### config.mk
export PLATFORM = sky130hd
export DESIGN_NAME = coordinate_deque_with_search
export DESIGN_NICKNAME = d
export VERILOG_FILES = /design/src/rtl/core/cdq_pkg.sv /design/src/rtl/core/cdq_mem.sv /design/src/rtl/core/cdq_ctrl.sv /design/src/rtl/core/coordinate_deque_with_search.sv
export SDC_FILE = /design/constraint.sdc
export NUM_CORES = 1
export LEC_CHECK = 0
export BUFFER_PORTS_ARGS = -buffer_cell sky130_fd_sc_hd__clkbuf_2
export CORE_MARGIN = 2
export CORE_UTILIZATION = 35
export DETAILED_ROUTE_END_ITERATION = 10
export GPL_ROUTABILITY_DRIVEN = 0
export PLACE_DENSITY = 0.58
export SETUP_SLACK_MARGIN = 0.5
export SYNTH_ARGS = -nofsm -noshare
export SYNTH_HDL_FRONTEND = slang
export SYNTH_SLANG_ARGS = --single-unit
### constraint.sdc
create_clock -name clk -period 4 [get_ports clk]
set_input_delay 0.2 -clock clk [delete_from_list [all_inputs] [get_ports clk]]
set_output_delay 0.2 -clock clk [all_outputs]
set_load 0.02 [all_outputs]
### src/rtl/core/cdq_pkg.sv
// Shared types and codes for the coordinate deque.
// No dependencies; imported by cdq_ctrl and coordinate_deque_with_search.
package cdq_pkg;

    typedef enum logic [2:0] {
        OP_PUSH_FRONT = 3'd0,
        OP_PUSH_BACK  = 3'd1,
        OP_POP_FRONT  = 3'd2,
        OP_POP_BACK   = 3'd3,
        OP_READ_INDEX = 3'd4,
        OP_CONTAINS   = 3'd5
    } op_t;

    typedef enum logic [1:0] {
        ST_OK    = 2'd0,
        ST_FULL  = 2'd1,
        ST_EMPTY = 2'd2,
        ST_RANGE = 2'd3
    } status_t;

    typedef struct packed {
        status_t status;
        logic    found;
    } resp_flags_t;

endpackage

### src/rtl/core/cdq_mem.sv
// Entry storage for the coordinate deque: one write port, one read port,
// read data registered. No dependencies.
module cdq_mem #(
    parameter int DEPTH = 64,
    parameter int WIDTH = 16
) (
    input  logic                     clk,
    input  logic                     wr_en,
    input  logic [$clog2(DEPTH)-1:0] wr_addr,
    input  logic [WIDTH-1:0]         wr_data,
    input  logic                     rd_en,
    input  logic [$clog2(DEPTH)-1:0] rd_addr,
    output logic [WIDTH-1:0]         rd_data
);

    logic [WIDTH-1:0] entries_reg [DEPTH];
    logic [WIDTH-1:0] rd_data_reg;

    always_ff @(posedge clk)
    begin
        if (wr_en)
        begin
            entries_reg[wr_addr] <= wr_data;
        end
    end

    always_ff @(posedge clk)
    begin
        if (rd_en)
        begin
            rd_data_reg <= entries_reg[rd_addr];
        end
    end

    assign rd_data = rd_data_reg;

endmodule

### src/rtl/core/cdq_ctrl.sv
// Request sequencer for the coordinate deque: ring pointers, count, search scan.
// Depends on cdq_pkg; drives the ports of cdq_mem.
module cdq_ctrl
    import cdq_pkg::*;
#(
    parameter int DEPTH      = 64,
    parameter int COORD_BITS = 8
) (
    input  logic                             clk,
    input  logic                             rst_n,
    input  logic                             req_valid,
    output logic                             req_ready,
    input  logic [2:0]                       req_op,
    input  logic [2*COORD_BITS-1:0]          req_pair,
    input  logic [$clog2(DEPTH)-1:0]         req_index,
    output logic                             mem_wr_en,
    output logic [$clog2(DEPTH)-1:0]         mem_wr_addr,
    output logic [2*COORD_BITS-1:0]          mem_wr_data,
    output logic                             mem_rd_en,
    output logic [$clog2(DEPTH)-1:0]         mem_rd_addr,
    input  logic [2*COORD_BITS-1:0]          mem_rd_data,
    output logic                             res_valid,
    input  logic                             res_take,
    output resp_flags_t                      res_flags,
    output logic [2*COORD_BITS-1:0]          res_item,
    output logic [$clog2(DEPTH+1)-1:0]       res_count
);

    localparam int AW = $clog2(DEPTH);
    localparam int CW = $clog2(DEPTH + 1);
    localparam int PW = 2 * COORD_BITS;
    localparam logic [CW:0]   DEPTH_W = (CW + 1)'(DEPTH);
    localparam logic [CW-1:0] FULL_COUNT = CW'(DEPTH);
    localparam logic [AW-1:0] LAST_SLOT = AW'(DEPTH - 1);

    typedef enum logic [3:0] {
        S_IDLE = 4'b0001,
        S_READ = 4'b0010,
        S_SCAN = 4'b0100,
        S_RESP = 4'b1000
    } state_t;

    state_t            state_reg, state_next;
    logic [AW-1:0]     front_reg, front_next;
    logic [CW-1:0]     count_reg, count_next;
    logic [PW-1:0]     pair_reg, pair_next;
    resp_flags_t       flags_reg, flags_next;
    logic [PW-1:0]     item_reg, item_next;
    logic [AW-1:0]     scan_pos_reg, scan_pos_next;
    logic [AW-1:0]     scan_slot_reg, scan_slot_next;

    logic              full, empty;
    logic [AW-1:0]     front_dec, front_inc, back_slot, last_slot, idx_slot, scan_slot_inc;
    logic [CW-1:0]     idx_ext;

    // ring position -> slot; sum stays below twice the depth
    function automatic logic [AW-1:0] slot_of(input logic [AW-1:0] base,
                                              input logic [CW-1:0] pos);
        logic [CW:0] sum;
        sum = (CW + 1)'(base) + (CW + 1)'(pos);
        if (sum >= DEPTH_W)
        begin
            sum = sum - DEPTH_W;
        end
        return sum[AW-1:0];
    endfunction

    assign full      = (count_reg == FULL_COUNT);
    assign empty     = (count_reg == '0);
    assign idx_ext   = CW'(req_index);
    assign front_dec = (front_reg == '0) ? LAST_SLOT : front_reg - AW'(1);
    assign front_inc = (front_reg == LAST_SLOT) ? '0 : front_reg + AW'(1);
    assign back_slot = slot_of(front_reg, count_reg);
    assign last_slot = slot_of(front_reg, count_reg - CW'(1));
    assign idx_slot  = slot_of(front_reg, idx_ext);
    assign scan_slot_inc = (scan_slot_reg == LAST_SLOT) ? '0 : scan_slot_reg + AW'(1);

    always_comb
    begin
        state_next     = state_reg;
        front_next     = front_reg;
        count_next     = count_reg;
        pair_next      = pair_reg;
        flags_next     = flags_reg;
        item_next      = item_reg;
        scan_pos_next  = scan_pos_reg;
        scan_slot_next = scan_slot_reg;
        mem_wr_en      = 1'b0;
        mem_wr_addr    = front_dec;
        mem_rd_en      = 1'b0;
        mem_rd_addr    = front_reg;

        unique case (state_reg)
            S_IDLE:
            begin
                if (req_valid)
                begin
                    pair_next  = req_pair;
                    flags_next = '{status: ST_OK, found: 1'b0};
                    item_next  = '0;
                    state_next = S_RESP;
                    case (op_t'(req_op))
                        OP_PUSH_FRONT:
                        begin
                            if (full)
                            begin
                                flags_next.status = ST_FULL;
                            end
                            else
                            begin
                                mem_wr_en   = 1'b1;
                                mem_wr_addr = front_dec;
                                front_next  = front_dec;
                                count_next  = count_reg + CW'(1);
                            end
                        end
                        OP_PUSH_BACK:
                        begin
                            if (full)
                            begin
                                flags_next.status = ST_FULL;
                            end
                            else
                            begin
                                mem_wr_en   = 1'b1;
                                mem_wr_addr = back_slot;
                                count_next  = count_reg + CW'(1);
                            end
                        end
                        OP_POP_FRONT:
                        begin
                            if (empty)
                            begin
                                flags_next.status = ST_EMPTY;
                            end
                            else
                            begin
                                mem_rd_en   = 1'b1;
                                mem_rd_addr = front_reg;
                                front_next  = front_inc;
                                count_next  = count_reg - CW'(1);
                                state_next  = S_READ;
                            end
                        end
                        OP_POP_BACK:
                        begin
                            if (empty)
                            begin
                                flags_next.status = ST_EMPTY;
                            end
                            else
                            begin
                                mem_rd_en   = 1'b1;
                                mem_rd_addr = last_slot;
                                count_next  = count_reg - CW'(1);
                                state_next  = S_READ;
                            end
                        end
                        OP_READ_INDEX:
                        begin
                            if (idx_ext >= count_reg)
                            begin
                                flags_next.status = ST_RANGE;
                            end
                            else
                            begin
                                mem_rd_en   = 1'b1;
                                mem_rd_addr = idx_slot;
                                state_next  = S_READ;
                            end
                        end
                        OP_CONTAINS:
                        begin
                            if (!empty)
                            begin
                                mem_rd_en      = 1'b1;
                                mem_rd_addr    = front_reg;
                                scan_pos_next  = '0;
                                scan_slot_next = front_inc;
                                state_next     = S_SCAN;
                            end
                        end
                        default:
                        begin
                            state_next = S_RESP;
                        end
                    endcase
                end
            end
            S_READ:
            begin
                item_next  = mem_rd_data;
                state_next = S_RESP;
            end
            S_SCAN:
            begin
                // mem_rd_data holds the entry at scan_pos_reg
                if (mem_rd_data == pair_reg)
                begin
                    flags_next.found = 1'b1;
                    state_next       = S_RESP;
                end
                else if (CW'(scan_pos_reg) + CW'(1) == count_reg)
                begin
                    state_next = S_RESP;
                end
                else
                begin
                    mem_rd_en      = 1'b1;
                    mem_rd_addr    = scan_slot_reg;
                    scan_slot_next = scan_slot_inc;
                    scan_pos_next  = scan_pos_reg + AW'(1);
                end
            end
            S_RESP:
            begin
                if (res_take)
                begin
                    state_next = S_IDLE;
                end
            end
            default:
            begin
                state_next = S_IDLE;
            end
        endcase
    end

    always_ff @(posedge clk or negedge rst_n)
    begin
        if (!rst_n)
        begin
            state_reg <= S_IDLE;
            front_reg <= '0;
            count_reg <= '0;
        end
        else
        begin
            state_reg <= state_next;
            front_reg <= front_next;
            count_reg <= count_next;
        end
    end

    always_ff @(posedge clk)
    begin
        pair_reg      <= pair_next;
        flags_reg     <= flags_next;
        item_reg      <= item_next;
        scan_pos_reg  <= scan_pos_next;
        scan_slot_reg <= scan_slot_next;
    end

    // pushes write in the accepting cycle, straight from the request beat
    assign mem_wr_data = req_pair;
    assign req_ready   = (state_reg == S_IDLE);
    assign res_valid   = (state_reg == S_RESP);
    assign res_flags   = flags_reg;
    assign res_item    = item_reg;
    assign res_count   = count_reg;

endmodule

### src/rtl/core/coordinate_deque_with_search.sv
// Coordinate deque with search: bounded double-ended queue of (x,y) pairs.
// Input channel (in_valid/in_stall) carries one request per beat: operation,
// coord_x, coord_y, index. Output channel (out_valid/out_stall) returns one
// result beat per request: status, found, item_x, item_y, count.
// Requests are handled one at a time by a sequencer around a single-port-read
// entry memory with registered read data; each request steps through states:
//   push, failed pop/read, unused codes : S_IDLE, S_RESP
//   pop front/back, read index          : S_IDLE, S_READ, S_RESP
//   contains                            : S_IDLE, S_SCAN (n compares), S_RESP
//                                         (n <= count, one memory read a cycle)
// The memory read port sets the search rate.
// A result sits in an output register; a new request is taken while it waits.
// If the receiver stalls, the sequencer holds its next result until the
// output register frees up, and in_stall stays high meanwhile.
// Reset empties the queue at once (front and count cleared); entry storage
// needs no clearing since only stored slots are ever read.
// Depends on cdq_pkg, cdq_ctrl, cdq_mem.
module coordinate_deque_with_search
    import cdq_pkg::*;
#(
    parameter int DEPTH      = 64,
    parameter int COORD_BITS = 8
) (
    input  logic                           clk,
    input  logic                           rst_n,
    input  logic                           in_valid,
    output logic                           in_stall,
    input  logic [2:0]                     operation,
    input  logic [COORD_BITS-1:0]          coord_x,
    input  logic [COORD_BITS-1:0]          coord_y,
    input  logic [$clog2(DEPTH)-1:0]       index,
    output logic                           out_valid,
    input  logic                           out_stall,
    output logic [1:0]                     status,
    output logic                           found,
    output logic [COORD_BITS-1:0]          item_x,
    output logic [COORD_BITS-1:0]          item_y,
    output logic [$clog2(DEPTH+1)-1:0]     count
);

    localparam int AW = $clog2(DEPTH);
    localparam int CW = $clog2(DEPTH + 1);
    localparam int PW = 2 * COORD_BITS;

    logic              req_ready;
    logic              mem_wr_en, mem_rd_en;
    logic [AW-1:0]     mem_wr_addr, mem_rd_addr;
    logic [PW-1:0]     mem_wr_data, mem_rd_data;
    logic              res_valid, res_take, out_free;
    resp_flags_t       res_flags;
    logic [PW-1:0]     res_item;
    logic [CW-1:0]     res_count;

    logic              out_valid_reg;
    resp_flags_t       flags_reg;
    logic [PW-1:0]     item_reg;
    logic [CW-1:0]     count_reg;

    cdq_ctrl #(
        .DEPTH      (DEPTH),
        .COORD_BITS (COORD_BITS)
    ) u_ctrl (
        .clk         (clk),
        .rst_n       (rst_n),
        .req_valid   (in_valid),
        .req_ready   (req_ready),
        .req_op      (operation),
        .req_pair    ({coord_x, coord_y}),
        .req_index   (index),
        .mem_wr_en   (mem_wr_en),
        .mem_wr_addr (mem_wr_addr),
        .mem_wr_data (mem_wr_data),
        .mem_rd_en   (mem_rd_en),
        .mem_rd_addr (mem_rd_addr),
        .mem_rd_data (mem_rd_data),
        .res_valid   (res_valid),
        .res_take    (res_take),
        .res_flags   (res_flags),
        .res_item    (res_item),
        .res_count   (res_count)
    );

    cdq_mem #(
        .DEPTH (DEPTH),
        .WIDTH (PW)
    ) u_mem (
        .clk     (clk),
        .wr_en   (mem_wr_en),
        .wr_addr (mem_wr_addr),
        .wr_data (mem_wr_data),
        .rd_en   (mem_rd_en),
        .rd_addr (mem_rd_addr),
        .rd_data (mem_rd_data)
    );

    assign in_stall = !req_ready;
    assign out_free = !out_valid_reg || !out_stall;
    assign res_take = res_valid && out_free;

    always_ff @(posedge clk or negedge rst_n)
    begin
        if (!rst_n)
        begin
            out_valid_reg <= 1'b0;
        end
        else if (res_take)
        begin
            out_valid_reg <= 1'b1;
        end
        else if (!out_stall)
        begin
            out_valid_reg <= 1'b0;
        end
    end

    always_ff @(posedge clk)
    begin
        if (res_take)
        begin
            flags_reg <= res_flags;
            item_reg  <= res_item;
            count_reg <= res_count;
        end
    end

    assign out_valid = out_valid_reg;
    assign status    = flags_reg.status;
    assign found     = flags_reg.found;
    assign item_x    = item_reg[PW-1:COORD_BITS];
    assign item_y    = item_reg[COORD_BITS-1:0];
    assign count     = count_reg;

    // count never runs past the ring size
    a_count_bound: assert property (@(posedge clk) disable iff (!rst_n)
        out_valid |-> (count <= CW'(DEPTH)))
        else $error("count beyond depth");

    // a hit only comes from a search, which carries no item and no error
    a_found_clean: assert property (@(posedge clk) disable iff (!rst_n)
        (out_valid && found) |-> (status == ST_OK && item_x == '0 && item_y == '0))
        else $error("found with item or error");

    // refused requests return no item
    a_error_no_item: assert property (@(posedge clk) disable iff (!rst_n)
        (out_valid && status != ST_OK) |-> (item_x == '0 && item_y == '0 && !found))
        else $error("error status with payload");

    // one request at a time: the beat after a request is always stalled
    a_one_in_flight: assert property (@(posedge clk) disable iff (!rst_n)
        (in_valid && !in_stall) |=> in_stall)
        else $error("second request taken while busy");

endmodule

=== Word-level counts from Yosys, hierarchy flattened ===
Memory sizes are Yosys's and may differ from the RTL's. A register that Yosys moved wholly into a read port is not among the register bits.
Cells that the tools add are included.
Widths: inputs -> output; s select.

* Output and inout port bits: 28
* Bits of input ports: 29
* Memories: 1
* Bits in writable memories: 1024
* Word-level logic and storage cells: 148
* Register bits: 91

{| class="wikitable"
|+ Memory list
! memory !! depth !! width !! rd ports !! clocked after memory_dff !! write ports !! line !! text
|-
| u_mem.entries_reg || 64 || 16 || 1 || 1 || 1 || cdq_mem.sv:16 || <nowiki>logic [WIDTH-1:0] entries_reg [DEPTH];</nowiki>
|}

* Reductions and logical operators: 22
* $lt $le $gt $ge: 4
* $add $sub $neg: 13
* Equality and inequality tests: 27
* Multiplexer cells: 67

{| class="wikitable"
|+ Operators with widths
! cell !! number
|-
| $mux 6 || 26
|-
| $pmux 6 s2 || 5
|-
| $pmux 16 s2 || 1
|-
| $mux 4 || 7
|-
| $sub 6x1->6 const B || 4
|-
| $add 6x1->6 const B || 3
|-
| $add 6x7->8 || 2
|-
| $eq 16x16->1 || 1
|-
| $ge 8x7->1 const B || 2
|-
| $mux 1 || 16
|-
| $mux 16 || 1
|-
| $ne 2x2->1 const B || 8
|-
| $pmux 4 s4 || 1
|-
| $mux 7 || 2
|-
| $pmux 7 s2 || 1
|-
| $eq 6x6->1 const B || 2
|-
| $pmux 4 s3 || 1
|-
| $reduce_and 5->1 || 2
|-
| $ne 2x1->1 const B || 4
|-
| $reduce_bool 2->1 || 4
|-
| $add 6x1->7 const B || 1
|-
| $add 6x6->7 || 1
|-
| $add 7x1->7 const B || 1
|-
| $eq 7x7->1 || 1
|-
| other kinds (26) || 36
|}

=== Longest topological paths before layout ===
* Word-level depth: 8
* Gate-level depth with buffers: 19
* Depth with buffers taken out: 16

=== Cells and area by module ===
From an unflattened synthesis, not the netlist that was laid out.

* Cell total of the unflattened synthesis: 2326
* Area, all modules: 45632.5 um^2

{| class="wikitable"
|+ By module, submodules not included
! module !! area each (um^2) !! times used !! seq. area each (um^2) !! cells each
|-
| cdq_mem || 40138.5 || 1 || 31230.0 || 1820
|-
| cdq_ctrl || 4665.7 || 1 || 1838.0 || 476
|-
| coordinate_deque_with_search || 828.3 || 1 || 805.8 || 30
|}

=== Worst setup path after synthesis ===
No wires, ideal clock.

* Path kind: reg2reg
* From: reg u_ctrl.count_reg[0], in the netlist u_ctrl.res_count[0]
* To: reg u_mem.rd_data_reg[10], in the netlist u_mem.rd_data[10], read port of u_mem.entries_reg (data pin)
* Clock period less this slack: 4099 ps
* Setup slack: -99 ps
* Cell stages (with the launch flop): 19
* Data arrival time: 3834 ps
* Setup time: 265 ps
* Buffers on the path: 3
* Data required time: 3735 ps
* Path through: dfrtp_1 > clkbuf_1 > inv_1 > ha_1 > nand2_1 > xnor2_1 > ha_1 > or2_2 > a22oi_1 > o211ai_1 > a2111oi_0 > nand3b_4 > nor3b_1 > and2_1 > buf_2 > buf_2 > a22oi_1 > nand4_1 > or3_1

* Word-level cells in the longest chain between the ends: 8
* Elaborated cells on any way between the ends: 22
* Those cells by class: add/sub: 3; order compare: 2; eq/ne: 1; mux: 15; reduce/logical: 1

{| class="wikitable"
|+ Ends and longest elaborated chain
! element !! line !! text
|-
| from (decl) || cdq_ctrl.sv:45 || <nowiki>logic [CW-1:0] count_reg, count_next;</nowiki>
|-
| from (signal assigned) || cdq_ctrl.sv:241 || <nowiki>count_reg <= count_next;</nowiki>
|-
| $sub 7x1->7 || cdq_ctrl.sv:74 || <nowiki>assign last_slot = slot_of(front_reg, count_reg - CW'(1));</nowiki>
|-
| $add 6x7->8 || cdq_ctrl.sv:60 || <nowiki>sum = (CW + 1)'(base) + (CW + 1)'(pos);</nowiki>
|-
| $ge 8x7->1 / $sub 6x1->6 (equally long branches) || cdq_ctrl.sv:61, cdq_ctrl.sv:63 ||
|-
| $mux 6 || cdq_ctrl.sv:61 || <nowiki>if (sum >= DEPTH_W)</nowiki>
|-
| $mux 6 || cdq_ctrl.sv:147 || <nowiki>if (empty)</nowiki>
|-
| $pmux 6 s2 || cdq_ctrl.sv:102 || <nowiki>case (op_t'(req_op))</nowiki>
|-
| $mux 6 || cdq_ctrl.sv:96 || <nowiki>if (req_valid)</nowiki>
|-
| $pmux 6 s2 || cdq_ctrl.sv:93 || <nowiki>unique case (state_reg)</nowiki>
|-
| to (decl) || cdq_mem.sv:17 || <nowiki>logic [WIDTH-1:0] rd_data_reg;</nowiki>
|}

Parallel ways exist; a longest one is shown, timed or not.
A chain may end at the register's enable or synchronous reset.

=== Final worst setup path ===
* From: reg u_ctrl.count_reg[2], in the netlist u_ctrl.res_count[2]
* To: reg u_mem.rd_data_reg[0], in the netlist u_mem.rd_data[0], read port of u_mem.entries_reg (data pin)

The elaborated chain is that of the path after synthesis.

==> reports/summary.json <==
{
  "run": {
    "cap_violations": 0
  },
  "timing": {
    "finalWorstPathRequiredPeriod_ns": 4.71,
    "finalSetupTns_ns": -9.92,
    "grt_setup_unrepaired": "yes",
    "post-route-worst-setup-slack_ns": -0.713,
    "skew_ns": 0.0506,
    "timing.final.hold_violations": 0,
    "tcrit_tclk_final": 1.18,
    "achievable-frequency_mhz": 212,
    "worstMarginPinSlew_ns": 1.15,
    "maxSlewViolCount": 0,
    "maxSlewHeadroom": 0.236,
    "final.hold.worst_slack_ns": 0.0517,
    "setup_viol": 16
  },
  "synthesis": {
    "synth.lib_cells_used.distinct": 81,
    "yosys_warnings": 0,
    "postSynth.topFlopCell": "sky130_fd_sc_hd__edfxtp_1",
    "synthTopCellsByArea": "sky130_fd_sc_hd__edfxtp_1, sky130_fd_sc_hd__nand2_1, sky130_fd_sc_hd__mux4_2",
    "ys_ff_latch": 1131,
    "yosysMostFrequentCell": "sky130_fd_sc_hd__edfxtp_1",
    "yosys-top-cells-count": "sky130_fd_sc_hd__edfxtp_1, sky130_fd_sc_hd__nand2_1, sky130_fd_sc_hd__nand3_1",
    "area_leader_netlist": "sky130_fd_sc_hd__edfxtp_1",
    "yosysSeqAreaShare": 0.740,
    "synth_top_area_frac": 0.730,
    "synth_async_sr_flop_share": 0.0159,
    "synth_enable_flop_cells": 1113,
    "synthesized_nets": 3061,
    "synth.avg_cell_area_um2": 15.3,
    "syn-instance-count": 3001,
    "mappedNetlistArea_mm2": 0.0458
  },
  "grt": {
    "grt_first_pass_wirelength_mm": 187,
    "grt_max_degree": 75,
    "global_route.overflow_total": 0,
    "number_of_global_route_vias_before_repair": 27100,
    "grt.total_usage": 0.191,
    "grt_antenna_before_repair": 3
  },
  "worst_setup_path": {
    "critical-path-top-delay-family": "simple AND/OR/NAND/NOR gates",
    "cpMaxStageDelayCell": "sky130_fd_sc_hd__or3_1",
    "worst-path-buf-inv": 5,
    "reg2reg_setup_slack_ns": -0.71,
    "cp_cell_sequence": "buf_4, buf_6, nor2_4, nand2_2, xnor2_2, ha_1, or2_4, a22oi_2, o211ai_1, a2111oi_2, nand3b_4, buf_8, and3b_1, buf_6, and2_4, buf_12, a22oi_2, nand4_1, or3_1",
    "worst_path_largest_cell_delay_ns": 0.48,
    "crit_type": "flip-flop to flip-flop",
    "worst_ep_required_time_ns": 4.41,
    "timing.critical_path.from_type": "flip-flop",
    "crit_path_max_fanout": 8,
    "critPathArrivalTime_ns": 5.12,
    "crit_path_end_kind": "flip-flop"
  },
  "floorplan": {
    "coreArea_mm2": 0.130,
    "start_util": 0.353,
    "top_level_ports": 57,
    "fp.dieH_um": 366,
    "rows": 132,
    "die_w_um": 366,
    "design.die.area_mm2": 0.134
  },
  "finish": {
    "instances_no_fill": 5340,
    "postLayoutCoreUtil": 0.439,
    "n_fill_cell": 11300,
    "final_cell_area_mm2": 0.0569,
    "design.final.nets": 3572,
    "largest_reg_flops": 1024,
    "multi_input_comb_area_mm2": 0.0117,
    "drive_above_1_share": 0.263,
    "seqCellArea_mm2": 0.0339,
    "area_added_between_synthesis_and_finish_pct": 24.4
  },
  "pwr": {
    "p_clk_frac": 0.431,
    "worst_ir_drop_vdd_v": 0.000317,
    "p_int_mw": 18.7,
    "switching_share": 0.200,
    "comb_power_share": 0.013,
    "totalPowerFinal_mw": 23.4,
    "total_switching_power_mw": 4.69,
    "leakage_nw": 19.4,
    "seq_power_share": 0.556,
    "cellPowerDensity_mw_per_mm2": 411
  },
  "detailed_routing": {
    "postRouteAntennaNets": 0,
    "wire_length_after_detailed_routing_mm": 129,
    "dr.pass1.iters": 6,
    "drt_iter0_drc": 3163,
    "routed-via-count": 27900,
    "post-route-drc-count": 0,
    "wire_length_per_cell_after_detailed_routing_um": 24.2,
    "vias_per_cell": 5.22
  },
  "min_path": {
    "hold_path.class": "primary input to asynchronous set/reset pin"
  },
  "clock_tree": {
    "clock-root-buffer": "sky130_fd_sc_hd__clkbuf_16",
    "htree_levels": 3,
    "cts-root-to-sink-buffers": 3,
    "cts.reportedPaths.clkPinSlew_ns": 0.06,
    "clkLatencyLatePin_ns": 0.72,
    "clkSinkCount": 1131,
    "cts_inserted_buffers": 109,
    "cts_tree": "built"
  },
  "placed_design": {
    "pre_cts_ws_ns": -1.01,
    "post_dp_cell_area_mm2": 0.0515,
    "dpl.cell_count": 5037,
    "port_buffers": 56,
    "dp.final_hpwl_mm": 81.8
  },
  "outcome": {
    "status": "finished with violations",
    "violations": "setup timing"
  }
}
## logic make-up (layout without fill, tap and decap cells)
group | after synthesis | after routing | synth area share
multiplexers | 194 | 194 | 0.0679
flip-flops | 1131 | 1131 | 0.740
AO/OA/AOI/OAI | 269 | 269 | 0.0384
buffers and inverters | 179 | 775 | 0.0195
adder cells (fa/ha/maj) | 31 | 31 | 0.00896
XOR/XNOR | 57 | 57 | 0.0115
AND/OR/NAND/NOR | 1140 | 1140 | 0.114
other | 0 | 1 | 0
## cells in the final DEF, fill, tap and decap left out, drive strengths merged, types with 4 or more instances in the layout
cell and n:
nand2 555, nand3 314, nor3 13, dlygate4sd3 5, and3 8, mux2i 99
bufinv 9, edfxtp 1113, nor3b 5, a211o 4, nor2 105, clkinv 42
a22oi 80, a211oi 7, nand4 57, nand2b 5, xor2 24, a21oi 89
nand3b 5, or2 5, and2 26, xnor2 31, mux4 92, ha 28
a21o 7, inv 21, or3 19, clkbuf 196, buf 498, o21a 5
nor4 6, o21ai 46, nor2b 7, o22ai 4, dfrtp 17
## layout make-up
class,count,share of cell area
Antenna cell,1,0.0000439
Inverter,19,0.00138
Timing Repair Buffer,560,0.0995
Multi-Input combinational cell,1691,0.205
Tap cell,1742,0.0383
Clock inverter,54,0.0101
Clock buffer,142,0.0505
Sequential cell,1131,0.595
## metal layers
metal	track usage	vias to the layer above	routed length, µm
met4	0.0521	0	3750
met5	0	-	0
met2	0.307	1050	61000
met3	0.0311	194	9520
li1	-	12500	-
met1	0.269	14200	55200
## final timing paths
| check | start | endpoint | cells past startpoint |
|---|---|---|---|
| max in group asynchronous | rst_n | u_ctrl.res_count[1]$_DFFE_PN0P_ | 2 |
| worst max register to register | u_ctrl.res_count[2]$_DFFE_PN0P_ | u_mem.rd_data[0]$_DFFE_PP_ | 19 |
| min in group clk | operation[1] | u_ctrl.res_flags[1]$_DFFE_PP_ | 3 |
| worst max-delay path | u_ctrl.res_count[2]$_DFFE_PN0P_ | u_mem.rd_data[0]$_DFFE_PP_ | 19 |
| worst min register to register | u_ctrl.res_item[8]$_SDFFCE_PN0P_ | item_reg[8]$_DFFE_PP_ | 0 |
| worst min-delay path | rst_n | u_ctrl.res_count[5]$_DFFE_PN0P_ | 2 |
## what timing repair did
action                                  4_1_cts  5_1_grt
pin swaps                                    32       63
endpoints found under the setup margin      775      981
gates cloned                                  9        5
buffers inserted                             41       46
hold endpoints to repair                     23        0
resized for setup                            97      150
hold buffers                                  5        0
## power by group through the flow
| stage | clock, mW | combinational, mW | sequential (mW) |
|---|---|---|---|
| 2_1_floorplan | 0 | 0.0322 | 13.2 |
| 3_3_place_gp | 0 | 0.303 | 13.2 |
| 3_5_place_dp | 0 | 0.310 | 13.2 |
| 4_1_cts | 10.2 | 0.317 | 13.0 |
| 5_1_grt | 10.7 | 0.337 | 13.0 |
| 6_report | 10.1 | 0.315 | 13.0 |
No activity file was read; power rests on OpenSTA's default activity.
